--- config.mk ---
export PLATFORM = sky130hd
export DESIGN_NAME = sorted_priority_queue_flat
export DESIGN_NICKNAME = d
export VERILOG_FILES = /design/src/sv/spq_pkg.sv /design/src/sv/spq_if.sv /design/src/sv/sorted_priority_queue.sv /design/src/sv/spq_cell.sv /design/src/flat_wrapper.sv
export SDC_FILE = /design/constraint.sdc
export NUM_CORES = 2
export LEC_CHECK = 0
export BUFFER_PORTS_ARGS = -buffer_cell sky130_fd_sc_hd__clkbuf_2
export CELL_PAD_IN_SITES_DETAIL_PLACEMENT = 2
export CELL_PAD_IN_SITES_GLOBAL_PLACEMENT = 2
export CORE_ASPECT_RATIO = 0.6
export CORE_MARGIN = 2
export CORE_UTILIZATION = 35
export CTS_BUF_LIST = sky130_fd_sc_hd__clkbuf_8
export DETAILED_ROUTE_END_ITERATION = 16
export GPL_TIMING_DRIVEN = 0
export PLACE_DENSITY_LB_ADDON = 0.1
export SYNTH_ARGS = -nofsm -noshare
export SYNTH_HDL_FRONTEND = slang
export SYNTH_SLANG_ARGS = --single-unit
--- constraint.sdc ---
create_clock -name i_clk -period 9.14 [get_ports i_clk]
set_input_delay 0.914 -clock i_clk [delete_from_list [all_inputs] [get_ports i_clk]]
set_output_delay 0.914 -clock i_clk [all_outputs]
set_load 0.005 [all_outputs]
--- src/sv/spq_pkg.sv ---
package spq_pkg;

    // Number of entries the queue holds
    localparam int CAPACITY = 16;
    // Internal fill count, wide enough to hold CAPACITY itself
    localparam int CNT_W    = $clog2(CAPACITY + 1);

    // Transaction field widths
    localparam int CMD_W    = 2;
    localparam int DATA_W   = 32;
    localparam int STATUS_W = 2;
    localparam int COUNT_W  = 5;

    typedef enum logic [CMD_W-1:0] {
        CMD_INSERT  = 2'd0,
        CMD_EXTRACT = 2'd1,
        CMD_PEEK    = 2'd2,
        CMD_MODIFY  = 2'd3
    } t_cmd;

    typedef enum logic [STATUS_W-1:0] {
        ST_OK       = 2'd0,
        ST_EMPTY    = 2'd1,
        ST_FULL     = 2'd2,
        ST_NOTFOUND = 2'd3
    } t_status;

    // One queue entry
    typedef struct packed {
        logic signed [DATA_W-1:0] value;
        logic signed [DATA_W-1:0] prio;
    } t_entry;

    // What every cell does in a cycle
    typedef enum logic [1:0] {
        CO_HOLD,
        CO_INSERT,
        CO_POP,
        CO_DELETE
    } t_cell_op;

    // Broadcast from the controller to the whole row
    typedef struct packed {
        t_cell_op op;
        t_entry   item;
    } t_cell_ctrl;

endpackage

--- src/sv/spq_if.sv ---
// Input channel: one command transaction
interface spq_in_if;
    logic                                valid;
    logic                                ready;
    logic [spq_pkg::CMD_W-1:0]           command;
    logic signed [spq_pkg::DATA_W-1:0]   item_value;
    logic signed [spq_pkg::DATA_W-1:0]   item_priority;

    modport source (output valid, output command, output item_value,
                    output item_priority, input ready);
    modport sink   (input valid, input command, input item_value,
                    input item_priority, output ready);
endinterface

// Output channel: one result transaction
interface spq_out_if;
    logic                                valid;
    logic                                ready;
    logic signed [spq_pkg::DATA_W-1:0]   out_value;
    logic [spq_pkg::STATUS_W-1:0]        status;
    logic [spq_pkg::COUNT_W-1:0]         count;

    modport source (output valid, output out_value, output status,
                    output count, input ready);
    modport sink   (input valid, input out_value, input status,
                    input count, output ready);
endinterface

--- src/sv/sorted_priority_queue.sv ---
// Sorted priority queue, held in a row of cells in descending priority order.
// Input channel i_in carries command, item_value and item_priority; output
// channel o_out returns out_value, status and count, one result transaction
// for every input transaction, in order.
// Equal priorities leave first in, first out.
// Insert, extract and peek first capture the transaction; then every cell
// shifts or holds and the result register loads.
// Modify adds a step between these in which the cells close the gap at the
// first matching value, before the reinsert step.
// The result turns valid when the update step loads the output register, and
// the receiver can take it from then on.
// A new transaction is accepted only in the idle state, so the block does not
// take one before the cell row has finished the update for the last one.
// Reset empties the queue and the output register; cell contents are not
// cleared and are never read before written.
// When the receiver stalls, the result and its count wait in the output
// register; one more transaction is accepted and holds before its update
// until the output slot frees (a modify may still close its gap meanwhile).
module sorted_priority_queue (
    input  logic     i_clk,
    input  logic     i_rst_n,
    spq_in_if.sink   i_in,
    spq_out_if.source o_out
);

    typedef enum logic [2:0] {
        S_IDLE   = 3'b001,
        S_DELETE = 3'b010,
        S_EXEC   = 3'b100
    } t_state;

    t_state                            r_state, n_state;
    logic [spq_pkg::CNT_W-1:0]         r_count, n_count;
    spq_pkg::t_cmd                     r_cmd;
    spq_pkg::t_entry                   r_item;
    logic                              r_found, n_found;

    logic                              r_out_valid, n_out_valid;
    logic signed [spq_pkg::DATA_W-1:0] r_out_value, n_out_value;
    spq_pkg::t_status                  r_out_status, n_out_status;
    logic [spq_pkg::COUNT_W-1:0]       r_out_count, n_out_count;

    spq_pkg::t_cell_ctrl               w_ctrl;
    spq_pkg::t_entry                   w_entry [spq_pkg::CAPACITY];
    logic                              w_ge    [spq_pkg::CAPACITY];
    logic                              w_hit   [spq_pkg::CAPACITY];
    logic                              w_occ   [spq_pkg::CAPACITY];
    logic                              w_found;
    logic                              w_out_free;
    logic                              w_accept;

    assign i_in.ready      = (r_state == S_IDLE);
    assign w_accept        = i_in.valid && i_in.ready;
    assign w_out_free      = !r_out_valid || o_out.ready;
    assign w_found         = w_hit[spq_pkg::CAPACITY-1];

    assign o_out.valid     = r_out_valid;
    assign o_out.out_value = r_out_value;
    assign o_out.status    = r_out_status;
    assign o_out.count     = r_out_count;

    // Build the row of cells
    genvar gi;
    generate
        for (gi = 0; gi < spq_pkg::CAPACITY; gi++) begin : g_cell
            assign w_occ[gi] = (spq_pkg::CNT_W'(gi) < r_count);
            if (gi == 0) begin : g_head
                spq_cell u_cell (
                    .i_clk      (i_clk),
                    .i_ctrl     (w_ctrl),
                    .i_occ      (w_occ[gi]),
                    .i_left     (w_ctrl.item),
                    .i_left_ge  (1'b1),
                    .i_left_hit (1'b0),
                    .i_right    (w_entry[gi+1]),
                    .o_entry    (w_entry[gi]),
                    .o_ge       (w_ge[gi]),
                    .o_hit      (w_hit[gi])
                );
            end else if (gi == spq_pkg::CAPACITY-1) begin : g_tail
                spq_cell u_cell (
                    .i_clk      (i_clk),
                    .i_ctrl     (w_ctrl),
                    .i_occ      (w_occ[gi]),
                    .i_left     (w_entry[gi-1]),
                    .i_left_ge  (w_ge[gi-1]),
                    .i_left_hit (w_hit[gi-1]),
                    .i_right    (w_entry[gi]),
                    .o_entry    (w_entry[gi]),
                    .o_ge       (w_ge[gi]),
                    .o_hit      (w_hit[gi])
                );
            end else begin : g_mid
                spq_cell u_cell (
                    .i_clk      (i_clk),
                    .i_ctrl     (w_ctrl),
                    .i_occ      (w_occ[gi]),
                    .i_left     (w_entry[gi-1]),
                    .i_left_ge  (w_ge[gi-1]),
                    .i_left_hit (w_hit[gi-1]),
                    .i_right    (w_entry[gi+1]),
                    .o_entry    (w_entry[gi]),
                    .o_ge       (w_ge[gi]),
                    .o_hit      (w_hit[gi])
                );
            end
        end
    endgenerate

    // Sequence the row and load the result register
    always_comb begin
        n_state      = r_state;
        n_count      = r_count;
        n_found      = r_found;
        n_out_valid  = r_out_valid && !o_out.ready;
        n_out_value  = r_out_value;
        n_out_status = r_out_status;
        n_out_count  = r_out_count;
        w_ctrl.op    = spq_pkg::CO_HOLD;
        w_ctrl.item  = r_item;

        case (r_state)
            S_IDLE: begin
                if (w_accept) begin
                    n_state = (spq_pkg::t_cmd'(i_in.command) == spq_pkg::CMD_MODIFY)
                              ? S_DELETE : S_EXEC;
                end
            end
            S_DELETE: begin
                w_ctrl.op = spq_pkg::CO_DELETE;
                n_found   = w_found;
                if (w_found) begin
                    n_count = r_count - 1'b1;
                end
                n_state = S_EXEC;
            end
            S_EXEC: begin
                if (w_out_free) begin
                    n_out_valid  = 1'b1;
                    n_out_value  = '0;
                    n_out_status = spq_pkg::ST_OK;
                    n_state      = S_IDLE;
                    case (r_cmd)
                        spq_pkg::CMD_INSERT: begin
                            if (r_count == spq_pkg::CNT_W'(spq_pkg::CAPACITY)) begin
                                n_out_status = spq_pkg::ST_FULL;
                            end else begin
                                w_ctrl.op = spq_pkg::CO_INSERT;
                                n_count   = r_count + 1'b1;
                            end
                        end
                        spq_pkg::CMD_EXTRACT, spq_pkg::CMD_PEEK: begin
                            if (r_count == '0) begin
                                n_out_status = spq_pkg::ST_EMPTY;
                            end else begin
                                n_out_value = w_entry[0].value;
                                if (r_cmd == spq_pkg::CMD_EXTRACT) begin
                                    w_ctrl.op = spq_pkg::CO_POP;
                                    n_count   = r_count - 1'b1;
                                end
                            end
                        end
                        spq_pkg::CMD_MODIFY: begin
                            if (r_found) begin
                                w_ctrl.op = spq_pkg::CO_INSERT;
                                n_count   = r_count + 1'b1;
                            end else begin
                                n_out_status = spq_pkg::ST_NOTFOUND;
                            end
                        end
                        default: begin
                            n_out_status = spq_pkg::ST_OK;
                        end
                    endcase
                    // Hold the count left by this update with its result
                    n_out_count = spq_pkg::COUNT_W'(n_count);
                end
            end
            default: begin
                n_state = S_IDLE;
            end
        endcase
    end

    // Control registers
    always_ff @(posedge i_clk) begin
        if (!i_rst_n) begin
            r_state     <= S_IDLE;
            r_count     <= '0;
            r_out_valid <= 1'b0;
        end else begin
            r_state     <= n_state;
            r_count     <= n_count;
            r_out_valid <= n_out_valid;
        end
    end

    // Payload registers
    always_ff @(posedge i_clk) begin
        if (w_accept) begin
            r_cmd       <= spq_pkg::t_cmd'(i_in.command);
            r_item.value <= i_in.item_value;
            r_item.prio  <= i_in.item_priority;
        end
        r_found      <= n_found;
        r_out_value  <= n_out_value;
        r_out_status <= n_out_status;
        r_out_count  <= n_out_count;
    end

    // Fill count never exceeds capacity
    a_count_bound: assert property (@(posedge i_clk) disable iff (!i_rst_n)
        r_count <= spq_pkg::CNT_W'(spq_pkg::CAPACITY))
        else $error("fill count above capacity");

    // A failed search leaves the fill count alone
    a_miss_keeps_count: assert property (@(posedge i_clk) disable iff (!i_rst_n)
        (r_state == S_DELETE && !w_found) |=> (r_count == $past(r_count)))
        else $error("fill count changed on missed search");

    // A new result reports the count left by its own update
    a_result_count: assert property (@(posedge i_clk) disable iff (!i_rst_n)
        (r_state == S_EXEC && w_out_free) |=>
            (o_out.valid && o_out.count == spq_pkg::COUNT_W'(r_count)))
        else $error("result count does not match queue");

endmodule

--- src/sv/spq_cell.sv ---
module spq_cell (
    input  logic                i_clk,
    input  spq_pkg::t_cell_ctrl i_ctrl,
    input  logic                i_occ,
    input  spq_pkg::t_entry     i_left,
    input  logic                i_left_ge,
    input  logic                i_left_hit,
    input  spq_pkg::t_entry     i_right,
    output spq_pkg::t_entry     o_entry,
    output logic                o_ge,
    output logic                o_hit
);

    spq_pkg::t_entry r_entry;
    spq_pkg::t_entry n_entry;
    logic            w_match;

    // Compare the held entry against the broadcast item
    assign o_ge    = i_occ && ($signed(r_entry.prio) >= $signed(i_ctrl.item.prio));
    assign w_match = i_occ && (r_entry.value == i_ctrl.item.value);
    assign o_hit   = i_left_hit | w_match;
    assign o_entry = r_entry;

    // Pick the next entry from self, neighbors or the new item
    always_comb begin
        n_entry = r_entry;
        case (i_ctrl.op)
            spq_pkg::CO_HOLD: begin
                n_entry = r_entry;
            end
            spq_pkg::CO_INSERT: begin
                if (o_ge) begin
                    n_entry = r_entry;
                end else if (!i_left_ge) begin
                    n_entry = i_left;
                end else begin
                    n_entry = i_ctrl.item;
                end
            end
            spq_pkg::CO_POP: begin
                n_entry = i_right;
            end
            spq_pkg::CO_DELETE: begin
                n_entry = o_hit ? i_right : r_entry;
            end
            default: begin
                n_entry = r_entry;
            end
        endcase
    end

    always_ff @(posedge i_clk) begin
        r_entry <= n_entry;
    end

endmodule

--- src/flat_wrapper.sv ---
// flat-port wrapper written by rule: the top's interface ports become plain ports
module sorted_priority_queue_flat 
  (i_clk, i_rst_n, i_in_valid, i_in_command, i_in_item_value, i_in_item_priority, i_in_ready, o_out_valid, o_out_out_value, o_out_status, o_out_count, o_out_ready);
  spq_in_if i_in_i ();
  spq_out_if o_out_i ();
  input  logic i_clk;
  input  logic i_rst_n;
  input wire logic [$bits(i_in_i.valid)-1:0] i_in_valid;
  input wire logic [$bits(i_in_i.command)-1:0] i_in_command;
  input wire logic [$bits(i_in_i.item_value)-1:0] i_in_item_value;
  input wire logic [$bits(i_in_i.item_priority)-1:0] i_in_item_priority;
  output wire logic [$bits(i_in_i.ready)-1:0] i_in_ready;
  output wire logic [$bits(o_out_i.valid)-1:0] o_out_valid;
  output wire logic [$bits(o_out_i.out_value)-1:0] o_out_out_value;
  output wire logic [$bits(o_out_i.status)-1:0] o_out_status;
  output wire logic [$bits(o_out_i.count)-1:0] o_out_count;
  input wire logic [$bits(o_out_i.ready)-1:0] o_out_ready;
  assign i_in_i.valid = i_in_valid;
  assign i_in_i.command = i_in_command;
  assign i_in_i.item_value = i_in_item_value;
  assign i_in_i.item_priority = i_in_item_priority;
  assign i_in_ready = i_in_i.ready;
  assign o_out_valid = o_out_i.valid;
  assign o_out_out_value = o_out_i.out_value;
  assign o_out_status = o_out_i.status;
  assign o_out_count = o_out_i.count;
  assign o_out_i.ready = o_out_ready;
  sorted_priority_queue u_core (.i_clk(i_clk), .i_rst_n(i_rst_n), .i_in(i_in_i), .o_out(o_out_i));
endmodule
## Word level (Yosys, flattened, before mapping)

Cells that the tools add are included.

| storage, ports and cells | value |
|---|---|
| bits in registers | 1139 |
| output and inout port bits | 41 |

| cells by class | value |
|---|---|
| $add $sub $neg | 2 |
| $lt $le $gt $ge | 32 |
| equal/unequal tests | 61 |
| muxes and demuxes | 87 |
| bitwise operators | 18 |
| reduce and logical (&&, ||, !) cells | 63 |

Operators with widths:

| cell | count |
|---|---|
| two-way mux 64 bit | 47 |
| case mux 64 bit (3 select lines) | 15 |
| == test 32 bit | 16 |
| greater-or-equal comparator 32 bit | 16 |
| != test 2 bit, second input constant | 33 |
| AND reduction 3 bit | 16 |
| < comparator 4 x 5 -> 1 bit, first input constant | 8 |
| logical AND 1 bit | 34 |
| two-way mux 5 bit | 6 |
| < comparator 3 x 5 -> 1 bit, first input constant | 4 |
| bitwise OR 1 bit | 15 |
| case mux 5 bit (3 select lines) | 1 |
| case mux 2 bit (3 select lines) | 2 |
| == test 2 bit, second input constant | 5 |
| < comparator 1 x 5 -> 1 bit, first input constant | 2 |
| < comparator 2 x 5 -> 1 bit, first input constant | 2 |
| two-way mux 2 bit | 5 |
| case mux 5 bit (2 select lines) | 1 |
| two-way mux 3 bit | 3 |
| case mux 3 bit (3 select lines) | 1 |
| AND reduction 2 bit | 3 |
| adder 5 x 1 -> 5 bit, second input constant | 1 |
| == test 5 bit, second input constant | 1 |
| logical NOT 5 bit | 1 |
| 15 further kinds | 25 |

## Depth between registers and ports, before layout

| depth | value |
|---|---|
| depth after elaboration | 19 |
| depth in mapped cells | 14 |
| mapped depth without buffers | 11 |

## Cells and area by module

From an unflattened synthesis, not the netlist that was laid out.

| unflattened totals | value |
|---|---|
| cells, all modules | 7412 |
| area, all modules | 75536.2 µm² |

By module, submodules not included:

| module | instances | cells each | area an instance (µm²) | sequential area each (µm²) |
|---|---|---|---|---|
| spq_cell (u_core.g_cell[0].g_head.u_cell ...) | 11 | 444 | 4439.3 | 1921.8 |
| spq_cell (u_core.g_cell[5].g_mid.u_cell ...) | 5 | 442 | 4409.2 | 1921.8 |
| sorted_priority_queue | 1 | 318 | 4658.2 | 3363.2 |

## Worst setup path after synthesis

No wires, ideal clock.

| timing | value |
|---|---|
| path type | input-to-reg |
| from | in o_out_ready |
| to | reg u_core.g_cell[12].g_mid.u_cell.r_entry, in the netlist u_core.g_cell[12].g_mid.u_cell.o_entry[0], enable pin |
| library setup time | 0.584 ns |
| arrival | 7.527 ns |
| path slack | 1.029 ns |
| stages | 11 |
| buffers on the path | 1 |
| cell sequence | nand2b_1 > nand2_1 > inv_1 > and3_1 > clkbuf_1 > nor2_1 > nor2_1 > and2_1 > nand2b_1 > nor2_1 > a21boi_0 |

| on the way | value |
|---|---|
| cells in the longest elaborated chain, start to end | 6 |
| elaborated cells between the ends (all ways) | 10 |
| those cells by class | eq/ne: 4; mux: 2; bitwise: 1; reduce/logical: 3 |

RTL lines:

| element | RTL line | text |
|---|---|---|
| from (decl) | flat_wrapper.sv:17 | `input wire logic [$bits(o_out_i.ready)-1:0] o_out_ready;` |
| logical OR 1 bit * | sorted_priority_queue.sv:54 | `assign w_out_free = !r_out_valid \|\| o_out.ready;` |
| two-way mux 2 bit * | sorted_priority_queue.sv:138 | `if (w_out_free) begin` |
| case mux 2 bit (2 select lines) * | sorted_priority_queue.sv:122 | `case (r_state)` |
| == test 2 bit (tied with other cells) | spq_cell.sv:27 | `case (i_ctrl.op)` |
| != test 2 bit (no source line) or inverter 1 bit (tied branches) | n/a |  |
| AND reduction 3 bit (no source line) * | n/a |  |
| to (signal assigned) | spq_cell.sv:53 | `r_entry <= n_entry;` |
| to (decl) | spq_cell.sv:14 | `spq_pkg::t_entry r_entry;` |

Mark *: on every way between the ends. The rest lies on a longest branch, timed or not.
A chain may end at the register's enable or synchronous reset.

## Final worst setup path

| timing | value |
|---|---|
| from | reg u_core.r_item[13] (netlist bit) |
| to | reg u_core.g_cell[1].g_mid.u_cell.r_entry, in the netlist u_core.g_cell[1].g_mid.u_cell.o_entry[20], enable pin |

| on the way | value |
|---|---|
| cells in the longest elaborated chain, start to end | 4 |

RTL lines:

| element | RTL line | text |
|---|---|---|
| from (decl) | sorted_priority_queue.sv:35 | `spq_pkg::t_entry r_item;` |
| greater-or-equal comparator 32 bit | spq_cell.sv:19 | `assign o_ge = i_occ && ($signed(r_entry.prio) >= $signed(i_ctrl.item.prio));` |
| logical AND 1 bit | spq_cell.sv:19 |  |
| != test 2 bit (no source line) | n/a |  |
| AND reduction 3 bit (no source line) | n/a |  |
| to (signal assigned) | spq_cell.sv:53 |  |
| to (decl) | spq_cell.sv:14 |  |

No other way between the ends.

==> results.toml <==
[status]
status = "finished with violations"
violations = "capacitance limit, slew limit"

[sta]
rsz0062_at_grt = "no"
worstMarginPinSlew_ns = 2.42
finalCritPeriodShare_pct = 89.1
fmax_mhz = 123
finalWorstPathRequiredPeriod_ns = 8.14
relSlewSlack_pct = -62.7
hold_viol = 0
drv_slew = 155
setup-violations-final = 0
clock_skew_ns = 0.100

[layout]
syn_to_final_growth_pct = 13.2
fill_cells = 23600
drive_gt1_share_pct = 10.9
final_util_pct = 39.8
finalNetCount = 8761
instances_no_fill = 11300

[pwr]
p_leak_nw = 33.3
total_power_w = 0.0136
peakVddDrop_v = 0.000116
power.density_nw_per_um2 = 156

[global_route]
grt_start_max_net_pins = 40
antenna_found_initial = 80
grtUsageTotal_pct = 47.0
grt_pass1_wl_um = 707000
gr-total-overflow = 0
grt_pass1_vias = 74900

[worst_setup_path]
critPathArrivalTime_ns = 8.84
worst-path-max-fanout = 20
slowest_stage = "a21oi_1"
crit_top_cell = "buf_12"
reg2reg_slack_ns = 1.00
critical_path.cell_chain = "clkbuf_1 -> inv_1 -> ha_1 -> a21o_1 -> a21o_1 -> a21oi_1 -> or2_2 -> o2111a_1 -> clkbuf_2 -> buf_12 -> clkbuf_1 -> nor2_1 -> o21ai_4 -> buf_12 -> buf_12"
crit_family = "buffers and inverters"
startpoint_type = "flip-flop"
path_buf_inv = 7
rr_worst_depth = 15
crit_cells = 15
worst_path_largest_cell_delay_ns = 1.10
endpoint_kind = "flip-flop"
crit_type = "flip-flop to flip-flop"
required_ns = 9.84

[detailed_routing]
wl_um = 544000
drt_iter0_drc = 13500
ant_nets = 0
vias = 78900
viasPerCell = 6.98
drcViolationCount = 0
post_drt_wl_per_cell_um = 48.1
firstDrtPassIters = 6

[logic_synthesis]
yosys_warnings = 0
avgSynthCellArea_um2 = 9.89
synth_ff_type = "edfxtp_1"
synth_fp_nets = 8353
yosysMostFrequentCell = "edfxtp_1"
synth_edf_count = 1130
yosysTopAreaCellShare_pct = 44.2
synthTopCellsByCount = "1,130 x edfxtp_1, 741 x nand3_1, 648 x nand2_1"
ys_ff_latch = 1139
async_flop_share_pct = 0
synth_top_area_cell = "edfxtp_1"
ys_top_cells_by_area = "edfxtp_1 44%, ha_1 8.5%, a221o_1 5.8%"
syn_area_um2 = 76800
syn_inst = 7764
yosysSeqAreaShare_pct = 44.4
ys_types = 70

[clock_tree]
cts_root_buf = "clkbuf_8"
max-clock-path-buffers = 4
path_clk_slew_ns = 0.07
tritoncts.num_buffers = 208
clk_latency_ns = 1.07
cts.sinks = 1139
htree_levels = 4
cts_tree = "done"

[job]
maxCapViolations = 44

[floorplan]
ios = 111
rows = 133
core_area_um2 = 218000
die-area_um2 = 223000
die_y_um = 367
fp.dieW_um = 609
start_util_pct = 35.1

[place]
io_buffers = 110
gp_congestion = 1.09
post-place-cells = 10900
hpwl_um = 438000

[min_path]
min_path_type = "input port to flip-flop"
holdPathStages = 1
## cells in the final DEF (no fill, tap or decap), types with 215 or more instances in the layout
cell type	count
buf_2	249
a221o_1	446
a21oi_1	453
nor2_1	491
nand2_1	648
clkbuf_1	380
ha_1	519
o21ai_0	567
clkbuf_8	215
nand3_1	740
edfxtp_1	1130
xnor2_1	334
## path summary, 6_finish.rpt
kind                                     startpoint                                   endpoint
worst min-delay path            i_in_item_value[11]                          u_core.r_item[43]
worst max register to register    u_core.r_item[13]  u_core.g_cell[1].g_mid.u_cell.o_entry[20]
worst max-delay path              u_core.r_item[13]  u_core.g_cell[1].g_mid.u_cell.o_entry[20]
worst min register to register   u_core.o_out.valid                         u_core.o_out.valid
## layout make-up
cell class	count	area (um2)	share of cell area, %
Clock buffer	215	2960	3.40
Buffer	754	3330	3.83
Tap cell	2902	3630	4.18
Inverter	108	408	0.469
Clock inverter	146	701	0.806
Antenna cell	86	215	0.247
Sequential cell	1139	34100	39.2
Multi-Input combinational cell	5763	39400	45.3
Timing Repair Buffer	198	2190	2.52
## cell families after synthesis
kind of cell / after synthesis / share of synthesized area, %
AOI/OAI and AO/OA: 2068 / 18.2
xor gates and xnor gates: 522 / 5.95
adders and majority gates: 519 / 8.46
buffers and inverters: 862 / 4.82
DFF: 1139 / 44.4
muxes: 260 / 3.49
and+or+nand+nor: 2394 / 14.7
## metal layers
metal | share of wire, % | vias up | track usage, %
met5 | 0.27 | - | 6.73
met4 | 3.3 | 52 | 15.2
met2 | 34 | 6078 | 53.5
li1 | - | 30400 | -
met1 | 44 | 41600 | 66.6
met3 | 19 | 829 | 32.1
## registers in the layout, summed over array words and instances, names as in the netlist, 3 cells and up
register	cells
u_core.r_item	64
u_core.o_out.out_value	32
u_core.g_cell.g_tail.u_cell.o_entry	64
u_core.g_cell.g_head.u_cell.o_entry	64
u_core.r_state	3
u_core.o_out.count	5
u_core.r_count	5
u_core.g_cell.g_mid.u_cell.o_entry	896
## what timing repair did
item                                   CTS  global route
setup endpoints to repair                0             0
resized for setup                        0             0
hold buffers                             1             0
buffers inserted                         0             0
endpoints found under the hold margin    1             0
## power breakdown
group	internal, W	leakage [nW]	switching, W
combinational	0.000639	20.9	0.00208
sequential	0.00583	10.3	0.0000815
clock	0.00227	2.14	0.00269
## per-stage QoR
stage / cell area, um2 / setup WS [ns] / hold WS [ns] / setup TNS (ns)
after floorplan: 76800 / 1.03 / 0.505 / 0
after global placement: 81000 / -10.88 / 0.518 / -5254.52
after detailed placement: 82800 / 1.27 / 0.524 / 0
after CTS: 86500 / 1.36 / 0.000186 / 0
after global routing: 86900 / 1.19 / 0.0200 / 0
final: 87000 / 1.00 / 0.0305 / 0
No activity file was read; power rests on OpenSTA's default activity.
